==> config.mk <==
export PLATFORM = sky130hd
export DESIGN_NAME = round_robin_process_scheduler
export DESIGN_NICKNAME = d
export VERILOG_FILES = /design/src/design/rrps_pkg.sv /design/src/design/rrps_ram.sv /design/src/design/rrps_engine.sv /design/src/design/round_robin_process_scheduler.sv
export VERILOG_INCLUDE_DIRS = /design/src /design/src/design
export SDC_FILE = /design/constraint.sdc
export NUM_CORES = 2
export LEC_CHECK = 0
export BUFFER_PORTS_ARGS = -buffer_cell sky130_fd_sc_hd__buf_2
export CORE_MARGIN = 2
export CORE_UTILIZATION = 26
export CTS_BUF_LIST = sky130_fd_sc_hd__clkbuf_8
export DETAILED_ROUTE_END_ITERATION = 6
export PLACE_DENSITY = 0.48
export SLEW_MARGIN = 20
export SYNTH_ARGS = -nofsm -noshare
export SYNTH_HDL_FRONTEND = slang
export SYNTH_HIERARCHICAL = 1
export SYNTH_SLANG_ARGS = --single-unit
==> constraint.sdc <==
create_clock -name clk -period 23.6 [get_ports clk]
set_input_delay 2.36 -clock clk [delete_from_list [all_inputs] [get_ports clk]]
set_output_delay 2.36 -clock clk [all_outputs]
set_load 0.05 [all_outputs]
==> src/design/round_robin_process_scheduler_defines.svh <==
// Assertion macros used by the scheduler engine.
`ifndef ROUND_ROBIN_PROCESS_SCHEDULER_DEFINES_SVH
`define ROUND_ROBIN_PROCESS_SCHEDULER_DEFINES_SVH

// A condition that must hold at every clock edge outside reset.
`define RRPS_ASSERT_ALWAYS(label, clk, rst_n, cond, msg) \
	label: assert property (@(posedge clk) disable iff (!rst_n) (cond)) else $error(msg);

// A consequence that must hold in the same cycle as its antecedent.
`define RRPS_ASSERT_IMP(label, clk, rst_n, ante, cons, msg) \
	label: assert property (@(posedge clk) disable iff (!rst_n) (ante) |-> (cons)) \
		else $error(msg);

// A consequence that must hold in the cycle after its antecedent.
`define RRPS_ASSERT_NXT(label, clk, rst_n, ante, cons, msg) \
	label: assert property (@(posedge clk) disable iff (!rst_n) (ante) |=> (cons)) \
		else $error(msg);

`endif

==> src/design/rrps_pkg.sv <==
`timescale 1ns / 1ps

package rrps_pkg;

	localparam int MAX_PROCS_DEF = 16;

	localparam int OP_W   = 2;
	localparam int WORD_W = 16;
	localparam int TIME_W = 24;
	localparam int STAT_W = 3;

	localparam logic [WORD_W-1:0] QUANTUM_RESET = 16'd2;

	// Opcodes of an input item.
	localparam logic [OP_W-1:0] OP_LOAD  = 2'd0;
	localparam logic [OP_W-1:0] OP_STEP  = 2'd1;
	localparam logic [OP_W-1:0] OP_CLEAR = 2'd2;

	// Status codes of a result item.
	localparam logic [STAT_W-1:0] STAT_LOADED   = 3'd0;
	localparam logic [STAT_W-1:0] STAT_REJECTED = 3'd1;
	localparam logic [STAT_W-1:0] STAT_SLICE    = 3'd2;
	localparam logic [STAT_W-1:0] STAT_IDLE     = 3'd3;
	localparam logic [STAT_W-1:0] STAT_ALL_DONE = 3'd4;
	localparam logic [STAT_W-1:0] STAT_CLEARED  = 3'd5;

	typedef struct packed {
		logic [WORD_W-1:0] id;
		logic [WORD_W-1:0] arrival;
		logic [WORD_W-1:0] burst;
		logic [WORD_W-1:0] remaining;
		logic [TIME_W-1:0] first_run;
		logic              started;
	} rrps_entry_t;

	typedef struct packed {
		logic [OP_W-1:0]   opcode;
		logic [WORD_W-1:0] proc_id;
		logic [WORD_W-1:0] arrival;
		logic [WORD_W-1:0] burst;
	} rrps_item_t;

	typedef struct packed {
		logic [STAT_W-1:0] status;
		logic [WORD_W-1:0] run_id;
		logic [TIME_W-1:0] slice_start;
		logic [WORD_W-1:0] slice_length;
		logic              finished;
		logic [TIME_W-1:0] completion;
		logic [TIME_W-1:0] turnaround;
		logic [TIME_W-1:0] waiting;
		logic [TIME_W-1:0] first_start;
		logic [TIME_W-1:0] time_now;
	} rrps_result_t;

endpackage

==> src/design/rrps_ram.sv <==
`timescale 1ns / 1ps

module rrps_ram #(
	parameter int WIDTH = 8,
	parameter int DEPTH = 16,
	localparam int AW = (DEPTH > 1) ? $clog2(DEPTH) : 1
) (
	input  logic             clk,
	input  logic             we,
	input  logic [AW-1:0]    waddr,
	input  logic [WIDTH-1:0] wdata,
	input  logic             re,
	input  logic [AW-1:0]    raddr,
	output logic [WIDTH-1:0] rdata
);

	logic [WIDTH-1:0] mem [DEPTH];

	always_ff @(posedge clk) begin
		if (we) begin
			mem[waddr] <= wdata;
		end
		if (re) begin
			rdata <= mem[raddr];
		end
	end

endmodule

==> src/design/rrps_engine.sv <==
`timescale 1ns / 1ps
`include "round_robin_process_scheduler_defines.svh"

module rrps_engine #(
	parameter int MAX_PROCS = rrps_pkg::MAX_PROCS_DEF
) (
	input  logic                             clk,
	input  logic                             arst_n,
	input  logic                             in_valid,
	output logic                             in_stall,
	input  rrps_pkg::rrps_item_t             item,
	input  logic [rrps_pkg::WORD_W-1:0]      quantum,
	output logic                             res_valid,
	input  logic                             res_ready,
	output rrps_pkg::rrps_result_t           res
);

	import rrps_pkg::*;

	localparam int IDX_W = (MAX_PROCS > 1) ? $clog2(MAX_PROCS) : 1;
	localparam int CNT_W = $clog2(MAX_PROCS + 1);

	typedef enum logic [3:0] {
		S_IDLE,
		S_LD_RD,
		S_LD_CHK,
		S_SCAN,
		S_EVAL,
		S_RUN,
		S_TURN,
		S_FIN,
		S_EMIT
	} state_t;

	state_t             state_q;
	rrps_item_t         item_q;
	rrps_entry_t        ent_q;
	rrps_result_t       res_q;
	logic [CNT_W-1:0]   loaded_cnt_q;
	logic [CNT_W-1:0]   finished_cnt_q;
	logic [CNT_W-1:0]   sweep_idx_q;
	logic [CNT_W-1:0]   idx_q;
	logic [TIME_W-1:0]  sched_time_q;
	logic [WORD_W-1:0]  len_q;
	logic [TIME_W-1:0]  turn_q;
	logic               pass_ran_q;
	logic               run_begun_q;

	logic               ram_we;
	logic [IDX_W-1:0]   ram_waddr;
	rrps_entry_t        ram_wdata;
	logic               ram_re;
	logic [IDX_W-1:0]   ram_raddr;
	rrps_entry_t        rdata;

	logic               accept;
	logic [CNT_W-1:0]   idx_m1;
	rrps_entry_t        new_entry;
	rrps_entry_t        upd_entry;
	logic [WORD_W-1:0]  q_eff;
	logic [WORD_W-1:0]  len_next;
	logic               runnable;
	logic [TIME_W:0]    sum_len;
	logic [TIME_W:0]    sum_one;
	logic [TIME_W-1:0]  time_after_len;
	logic [TIME_W-1:0]  time_after_tick;
	logic [TIME_W-1:0]  arr_ext;
	logic [TIME_W-1:0]  burst_ext;
	logic [TIME_W-1:0]  turn_next;
	logic [TIME_W-1:0]  wait_next;

	function automatic rrps_result_t status_only(input logic [STAT_W-1:0] st);
		rrps_result_t r;
		r        = '0;
		r.status = st;
		return r;
	endfunction

	assign in_stall  = (state_q != S_IDLE);
	assign accept    = in_valid && !in_stall;
	assign res_valid = (state_q == S_EMIT);

	always_comb begin
		res          = res_q;
		res.time_now = sched_time_q;
	end

	assign idx_m1 = idx_q - CNT_W'(1);

	always_comb begin
		new_entry.id        = item_q.proc_id;
		new_entry.arrival   = item_q.arrival;
		new_entry.burst     = item_q.burst;
		new_entry.remaining = item_q.burst;
		new_entry.first_run = '0;
		new_entry.started   = 1'b0;
	end

	always_comb begin
		upd_entry           = ent_q;
		upd_entry.remaining = ent_q.remaining - len_q;
		upd_entry.started   = 1'b1;
		upd_entry.first_run = ent_q.started ? ent_q.first_run : sched_time_q;
	end

	// A quantum of zero behaves as one.
	assign q_eff    = (quantum == '0) ? WORD_W'(1) : quantum;
	assign len_next = (rdata.remaining <= q_eff) ? rdata.remaining : q_eff;
	assign runnable = (rdata.remaining != '0) && (TIME_W'(rdata.arrival) <= sched_time_q);

	// Schedule time saturates at its all-ones value.
	assign sum_len         = {1'b0, sched_time_q} + (TIME_W + 1)'(len_q);
	assign sum_one         = {1'b0, sched_time_q} + (TIME_W + 1)'(1);
	assign time_after_len  = sum_len[TIME_W] ? '1 : sum_len[TIME_W-1:0];
	assign time_after_tick = sum_one[TIME_W] ? '1 : sum_one[TIME_W-1:0];

	assign arr_ext   = TIME_W'(ent_q.arrival);
	assign burst_ext = TIME_W'(ent_q.burst);
	assign turn_next = (sched_time_q >= arr_ext) ? (sched_time_q - arr_ext) : '0;
	assign wait_next = (turn_q >= burst_ext) ? (turn_q - burst_ext) : '0;

	// Every table access is serialized by the sequencer, so a read never
	// overlaps a pending write to the same entry.
	always_comb begin
		ram_we    = 1'b0;
		ram_waddr = idx_q[IDX_W-1:0];
		ram_wdata = new_entry;
		ram_re    = 1'b0;
		ram_raddr = idx_q[IDX_W-1:0];
		unique case (state_q)
			S_LD_RD: begin
				if (idx_q == '0) begin
					ram_we = 1'b1;
				end else begin
					ram_re    = 1'b1;
					ram_raddr = idx_m1[IDX_W-1:0];
				end
			end
			S_LD_CHK: begin
				ram_we = 1'b1;
				if (rdata.arrival > item_q.arrival) begin
					ram_wdata = rdata;
				end
			end
			S_SCAN: begin
				ram_re = (idx_q < loaded_cnt_q);
			end
			S_RUN: begin
				ram_we    = 1'b1;
				ram_wdata = upd_entry;
			end
			default: begin
			end
		endcase
	end

	rrps_ram #(
		.WIDTH ($bits(rrps_entry_t)),
		.DEPTH (MAX_PROCS)
	) u_table (
		.clk   (clk),
		.we    (ram_we),
		.waddr (ram_waddr),
		.wdata (ram_wdata),
		.re    (ram_re),
		.raddr (ram_raddr),
		.rdata (rdata)
	);

	always_ff @(posedge clk or negedge arst_n) begin
		if (!arst_n) begin
			state_q        <= S_IDLE;
			item_q         <= '0;
			ent_q          <= '0;
			res_q          <= '0;
			loaded_cnt_q   <= '0;
			finished_cnt_q <= '0;
			sweep_idx_q    <= '0;
			idx_q          <= '0;
			sched_time_q   <= '0;
			len_q          <= '0;
			turn_q         <= '0;
			pass_ran_q     <= 1'b0;
			run_begun_q    <= 1'b0;
		end else begin
			unique case (state_q)
				S_IDLE: begin
					if (accept) begin
						item_q <= item;
						unique case (item.opcode)
							OP_LOAD: begin
								if (item.burst == '0 || run_begun_q ||
								    loaded_cnt_q >= CNT_W'(MAX_PROCS)) begin
									res_q   <= status_only(STAT_REJECTED);
									state_q <= S_EMIT;
								end else begin
									res_q   <= '0;
									idx_q   <= loaded_cnt_q;
									state_q <= S_LD_RD;
								end
							end
							OP_STEP: begin
								run_begun_q <= 1'b1;
								if (finished_cnt_q >= loaded_cnt_q) begin
									res_q   <= status_only(STAT_ALL_DONE);
									state_q <= S_EMIT;
								end else begin
									res_q   <= '0;
									idx_q   <= sweep_idx_q;
									state_q <= S_SCAN;
								end
							end
							OP_CLEAR: begin
								loaded_cnt_q   <= '0;
								finished_cnt_q <= '0;
								sweep_idx_q    <= '0;
								sched_time_q   <= '0;
								pass_ran_q     <= 1'b0;
								run_begun_q    <= 1'b0;
								res_q          <= status_only(STAT_CLEARED);
								state_q        <= S_EMIT;
							end
							default: begin
								res_q   <= status_only(STAT_REJECTED);
								state_q <= S_EMIT;
							end
						endcase
					end
				end
				S_LD_RD: begin
					if (idx_q == '0) begin
						loaded_cnt_q <= loaded_cnt_q + CNT_W'(1);
						res_q.status <= STAT_LOADED;
						state_q      <= S_EMIT;
					end else begin
						state_q <= S_LD_CHK;
					end
				end
				S_LD_CHK: begin
					// A later arrival moves up one slot; otherwise the new entry lands here.
					if (rdata.arrival > item_q.arrival) begin
						idx_q   <= idx_m1;
						state_q <= S_LD_RD;
					end else begin
						loaded_cnt_q <= loaded_cnt_q + CNT_W'(1);
						res_q.status <= STAT_LOADED;
						state_q      <= S_EMIT;
					end
				end
				S_SCAN: begin
					if (idx_q >= loaded_cnt_q) begin
						if (pass_ran_q) begin
							idx_q      <= '0;
							pass_ran_q <= 1'b0;
						end else begin
							res_q.status      <= STAT_IDLE;
							res_q.slice_start <= sched_time_q;
							sched_time_q      <= time_after_tick;
							sweep_idx_q       <= '0;
							state_q           <= S_EMIT;
						end
					end else begin
						state_q <= S_EVAL;
					end
				end
				S_EVAL: begin
					if (runnable) begin
						ent_q   <= rdata;
						len_q   <= len_next;
						state_q <= S_RUN;
					end else begin
						idx_q   <= idx_q + CNT_W'(1);
						state_q <= S_SCAN;
					end
				end
				S_RUN: begin
					res_q.status       <= STAT_SLICE;
					res_q.run_id       <= ent_q.id;
					res_q.slice_start  <= sched_time_q;
					res_q.slice_length <= len_q;
					sched_time_q       <= time_after_len;
					sweep_idx_q        <= idx_q + CNT_W'(1);
					pass_ran_q         <= 1'b1;
					ent_q.first_run    <= upd_entry.first_run;
					if (ent_q.remaining == len_q) begin
						finished_cnt_q <= finished_cnt_q + CNT_W'(1);
						res_q.finished <= 1'b1;
						state_q        <= S_TURN;
					end else begin
						state_q <= S_EMIT;
					end
				end
				S_TURN: begin
					res_q.completion  <= sched_time_q;
					res_q.turnaround  <= turn_next;
					res_q.first_start <= ent_q.first_run;
					turn_q            <= turn_next;
					state_q           <= S_FIN;
				end
				S_FIN: begin
					res_q.waiting <= wait_next;
					state_q       <= S_EMIT;
				end
				S_EMIT: begin
					if (res_ready) begin
						state_q <= S_IDLE;
					end
				end
				default: begin
					state_q <= S_IDLE;
				end
			endcase
		end
	end

	`RRPS_ASSERT_ALWAYS(a_finished_le_loaded, clk, arst_n, finished_cnt_q <= loaded_cnt_q, "more processes finished than loaded")
	`RRPS_ASSERT_ALWAYS(a_sweep_le_loaded, clk, arst_n, sweep_idx_q <= loaded_cnt_q, "sweep index beyond the table")
	`RRPS_ASSERT_NXT(a_step_begins_run, clk, arst_n, accept && item.opcode == OP_STEP, run_begun_q, "step did not mark the run as begun")
	`RRPS_ASSERT_IMP(a_slice_length_ok, clk, arst_n, state_q == S_RUN, len_q != '0 && len_q <= ent_q.remaining, "slice length out of range")

endmodule

==> src/design/round_robin_process_scheduler.sv <==
// Round-robin process scheduler: one result transaction per input transaction.
// Clear, rejected, unknown and all-done items go straight to the result; a load moves
// each entry with a later arrival up one slot, then writes the new entry; a step scans
// the table from the sweep position, wrapping to the head after a pass that ran, and
// adds turnaround and waiting when a process finishes. Items are taken one at a time.
// Reset clears counters, time and sweep state and sets quantum to 2; the table
// contents need no clearing, since only loaded entries are read.
`timescale 1ns / 1ps

module round_robin_process_scheduler #(
	parameter int MAX_PROCS = rrps_pkg::MAX_PROCS_DEF
) (
	input  logic                          clk,
	input  logic                          arst_n,
	input  logic                          in_valid,
	output logic                          in_stall,
	input  logic [rrps_pkg::OP_W-1:0]     opcode,
	input  logic [rrps_pkg::WORD_W-1:0]   proc_id,
	input  logic [rrps_pkg::WORD_W-1:0]   arrival,
	input  logic [rrps_pkg::WORD_W-1:0]   burst,
	output logic                          out_valid,
	input  logic                          out_stall,
	output logic [rrps_pkg::STAT_W-1:0]   status,
	output logic [rrps_pkg::WORD_W-1:0]   run_id,
	output logic [rrps_pkg::TIME_W-1:0]   slice_start,
	output logic [rrps_pkg::WORD_W-1:0]   slice_length,
	output logic                          finished,
	output logic [rrps_pkg::TIME_W-1:0]   completion,
	output logic [rrps_pkg::TIME_W-1:0]   turnaround,
	output logic [rrps_pkg::TIME_W-1:0]   waiting,
	output logic [rrps_pkg::TIME_W-1:0]   first_start,
	output logic [rrps_pkg::TIME_W-1:0]   time_now,
	input  logic                          cfg_valid,
	output logic                          cfg_ready,
	input  logic [rrps_pkg::WORD_W-1:0]   cfg_data
);

	import rrps_pkg::*;

	logic [WORD_W-1:0] quantum_q;
	rrps_item_t        item;
	rrps_result_t      res;
	rrps_result_t      out_q;
	logic              res_valid;
	logic              res_ready;
	logic              out_valid_q;

	assign cfg_ready = 1'b1;

	always_ff @(posedge clk or negedge arst_n) begin
		if (!arst_n) begin
			quantum_q <= QUANTUM_RESET;
		end else if (cfg_valid && cfg_ready) begin
			quantum_q <= cfg_data;
		end
	end

	always_comb begin
		item.opcode  = opcode;
		item.proc_id = proc_id;
		item.arrival = arrival;
		item.burst   = burst;
	end

	rrps_engine #(
		.MAX_PROCS (MAX_PROCS)
	) u_engine (
		.clk       (clk),
		.arst_n    (arst_n),
		.in_valid  (in_valid),
		.in_stall  (in_stall),
		.item      (item),
		.quantum   (quantum_q),
		.res_valid (res_valid),
		.res_ready (res_ready),
		.res       (res)
	);

	// The output register takes a new result whenever it is empty or being drained.
	assign res_ready = !out_valid_q || !out_stall;

	always_ff @(posedge clk or negedge arst_n) begin
		if (!arst_n) begin
			out_valid_q <= 1'b0;
		end else if (res_valid && res_ready) begin
			out_valid_q <= 1'b1;
		end else if (!out_stall) begin
			out_valid_q <= 1'b0;
		end
	end

	always_ff @(posedge clk) begin
		if (res_valid && res_ready) begin
			out_q <= res;
		end
	end

	assign out_valid    = out_valid_q;
	assign status       = out_q.status;
	assign run_id       = out_q.run_id;
	assign slice_start  = out_q.slice_start;
	assign slice_length = out_q.slice_length;
	assign finished     = out_q.finished;
	assign completion   = out_q.completion;
	assign turnaround   = out_q.turnaround;
	assign waiting      = out_q.waiting;
	assign first_start  = out_q.first_start;
	assign time_now     = out_q.time_now;

endmodule
==> results.cfg <==
[sta]
fmax_ghz = 0.138
holdWs_ns = 0.426
timing.final.crit_share = 0.308
fin_setup_tns_ns = 0
tightest_slew_ns = 1.11
fin_skew_ns = 0.131
finalMaxSlewViolations = 0
hold_viol = 0
setup_violations = 0
rsz0062_at_grt = false
slew_headroom = 0.260
fin_ws_ns = 16.33
post-route-min-period_ns = 7.27

[worst_hold_path]
worstHoldPathType = flip-flop to flip-flop

[pwr]
power_density_mw_per_mm2 = 116
switching_share = 0.345
pwr-share-seq = 0.420
p_total_mw = 11.4
peakVddDrop_v = 0.0000986
pwr-share-comb = 0.302
switchingPower_mw = 3.94
p_int_mw = 7.48
leakage_nw = 34.2
power.share.clock = 0.278

[floorplanning]
die_x_um = 574
die_area_sq_mm = 0.329
core_sq_mm = 0.324
ioPinCount = 254
row_count = 209
initial_core_util = 0.261
die_h_um = 574

[cts]
clockBufferDepth = 4
cts_setup_buffers = 0
cts_sinks = 2093
holdBufCountCts = 0
ctsRootBufferMaster = clkbuf_8
path_clk_slew_ns = 0.06
cts_tree = yes
post_cts_resized = 0
cts_made_buffers = 363
ctsHtreeMaxLevel = 5
insertion_delay_ns = 1.07

[global_routing]
globalRouteTotalUtil = 0.156
grt_pass1_wl_um = 373000
grt_max_degree = 124
overflow = 0
grt_pass1_vias = 49487
antenna_found_initial = 12

[cells_and_area]
finalNonFillerCells = 10124
final_layout_size_suffix_gt1_frac = 0.227
mostFrequentLayoutCell = edfxtp_1
fin_util = 0.303
final_area_sq_mm = 0.0982
mostFrequentLayoutCells = edfxtp_1 (1693), nand2_1 (541), clkbuf_8 (400)
syn_to_final_growth_pct = 16.3
fin_nets = 5697

[synth]
synth_area_per_cell_sq_um = 16.9
netlist_area_sq_mm = 0.0845
yosysTopAreaCell = edfxtp_1
synth-main-ff-cell = edfxtp_1
yosysWarnings = 6
netlist_instances = 5007
synthTopCellsByArea = edfxtp_1 (60%), dfrtp_1 (12%), mux4_2 (9.5%)
synth_seq_cells = 2093
synth_cell_types = 84
synth_edf_count = 1693
synth_top_area_share = 0.602
synth.net_count = 5213
yosysSeqAreaShare = 0.720
async_flop_share = 0.191

[place]
portBuffers = 252
dpl_worst_slack_ns = 16.19
postPlaceCellArea_sq_mm = 0.0913
placed_cells = 9450
place_congestion = 0.857
dp_hpwl_um = 151000

[critical_path]
cp_cell_sequence = nand2b_1, nor3_1, nand2b_1, xnor2_2, buf_4, buf_4, buf_4, buf_4, buf_4, mux4_2, a22oi_1, nand2_1
worst_path_most_repeated_cell = buf_4
path_max_fanout = 43
crit_required_ns = 24.36
max_stage_delay_ns = 0.84
cp_slowest_cell = buf_4
path_class = flip-flop to flip-flop
cp-end-kind = flip-flop
worstPathArrival_ns = 8.03
worstSetupStartpointType = flip-flop

[job]
drv_cap = 0

[detailed_routing]
route.detailed.drc = 0
drt_iter0_markers = 4450
routedWlPerCell_um = 26.0
vias = 48671
wl_um = 264000
drtAntennaViolNets = 0
drt_first_pass_iters = 6
avgViaCountPerCell = 4.81

[run_status]
status = completed
==> cells in the mapped netlist (17+ instances only) <==
master	instances
mux4_2	356
buf_4	22
nand2_1	542
o21ai_0	254
nor2b_1	24
a22oi_1	241
nor2_1	142
nor3_1	38
xor2_1	26
nor4_1	18
inv_1	128
a31oi_1	19
ha_1	131
buf_2	41
buf_1	33
xnor2_1	38
a211oi_1	18
clkbuf_1	152
dfrtp_1	399
a221o_1	31
nand2b_1	17
mux2_2	25
a21oi_1	104
nand3_1	52
mux2i_1	48
buf_6	23
a22o_1	100
a21o_1	34
o2bb2ai_1	24
edfxtp_1	1693
nand4_1	19
==> state kept, by name (all words and copies together), names as in the netlist, 24 cells and up <==
| signal | count |
|---|---|
| slice_start | 24 |
| u_engine/sched_time_q | 24 |
| time_now | 24 |
| u_engine/u_table/mem | 1424 |
| u_engine/ent_q | 57 |
| u_engine/res | 156 |
| u_engine/turn_q | 24 |
| turnaround | 24 |
| u_engine/item_q | 48 |
| waiting | 24 |
| completion | 24 |
| first_start | 24 |
| u_engine/u_table/rdata | 89 |
==> critical path: cells and delay by family, from the launching register on <==
| family | cells | cell delay, ns |
|---|---|---|
| buf+inv | 5 | 3.63 |
| simple gates | 4 | 1.39 |
| flops | 1 | 0.61 |
| mux | 1 | 0.60 |
| xor+xnor | 1 | 0.23 |
| compound gates | 1 | 0.21 |
==> routing by layer <==
| metal | part of all wire | routed length (um) | GRT usage |
|---|---|---|---|
| met1 | 0.43 | 114000 | 0.208 |
| met2 | 0.48 | 127000 | 0.259 |
| met3 | 0.056 | 14900 | 0.0235 |
| met4 | 0.030 | 7830 | 0.0495 |
| met5 | 0.00019 | 51 | 0 |
==> final timing paths <==
kind | from | end | slack (ns) | cells past startpoint
max | u_engine/state_q[1] | u_engine/u_table/rdata[62] | 16.33 | 12
min | u_engine/u_table/rdata[52] | u_engine/burst_ext[11] | 0.43 | 2
max reg2reg | u_engine/state_q[1] | u_engine/u_table/rdata[62] | 16.33 | 12
min reg2reg | u_engine/u_table/rdata[52] | u_engine/burst_ext[11] | 0.43 | 2
max in group asynchronous | arst_n | u_engine/item_q[33] | 20.11 | 3
min in group asynchronous | arst_n | u_engine/res[27] | 1.27 | 1
==> cell type report <==
| cell class | instances | area [sq um] |
|---|---|---|
| well taps | 4325 | 5410 |
| inverters | 129 | 484 |
| fillers | 32106 | 226000 |
| repair buffers | 393 | 2470 |
| multi-input cells | 2511 | 22000 |
| flip-flops and latches | 2093 | 60800 |
| diodes | 6 | 15.0 |
| clock buffers | 400 | 5510 |
| clock inverters | 267 | 1420 |
==> cells by family after synthesis <==
logic type,after synthesis,share of synthesized area
other cells,1,0.0000444
flops,2093,0.720
mux,439,0.106
compound gates,949,0.0772
fa+ha+maj,135,0.0204
simple gates,923,0.0478
xor+xnor,64,0.00664
buf+inv,403,0.0218
==> power by group through the flow <==
stage / registers (mW) / logic (mW) / clock network (mW)
3_3_place_gp: 4.87 / 3.46 / 0
3_5_place_dp: 4.87 / 3.50 / 0
5_1_grt: 4.81 / 3.74 / 3.43
4_1_cts: 4.80 / 3.51 / 3.27
2_1_floorplan: 5.15 / 2.19 / 0
6_report: 4.79 / 3.45 / 3.17
No activity file was read; power rests on OpenSTA's default activity.
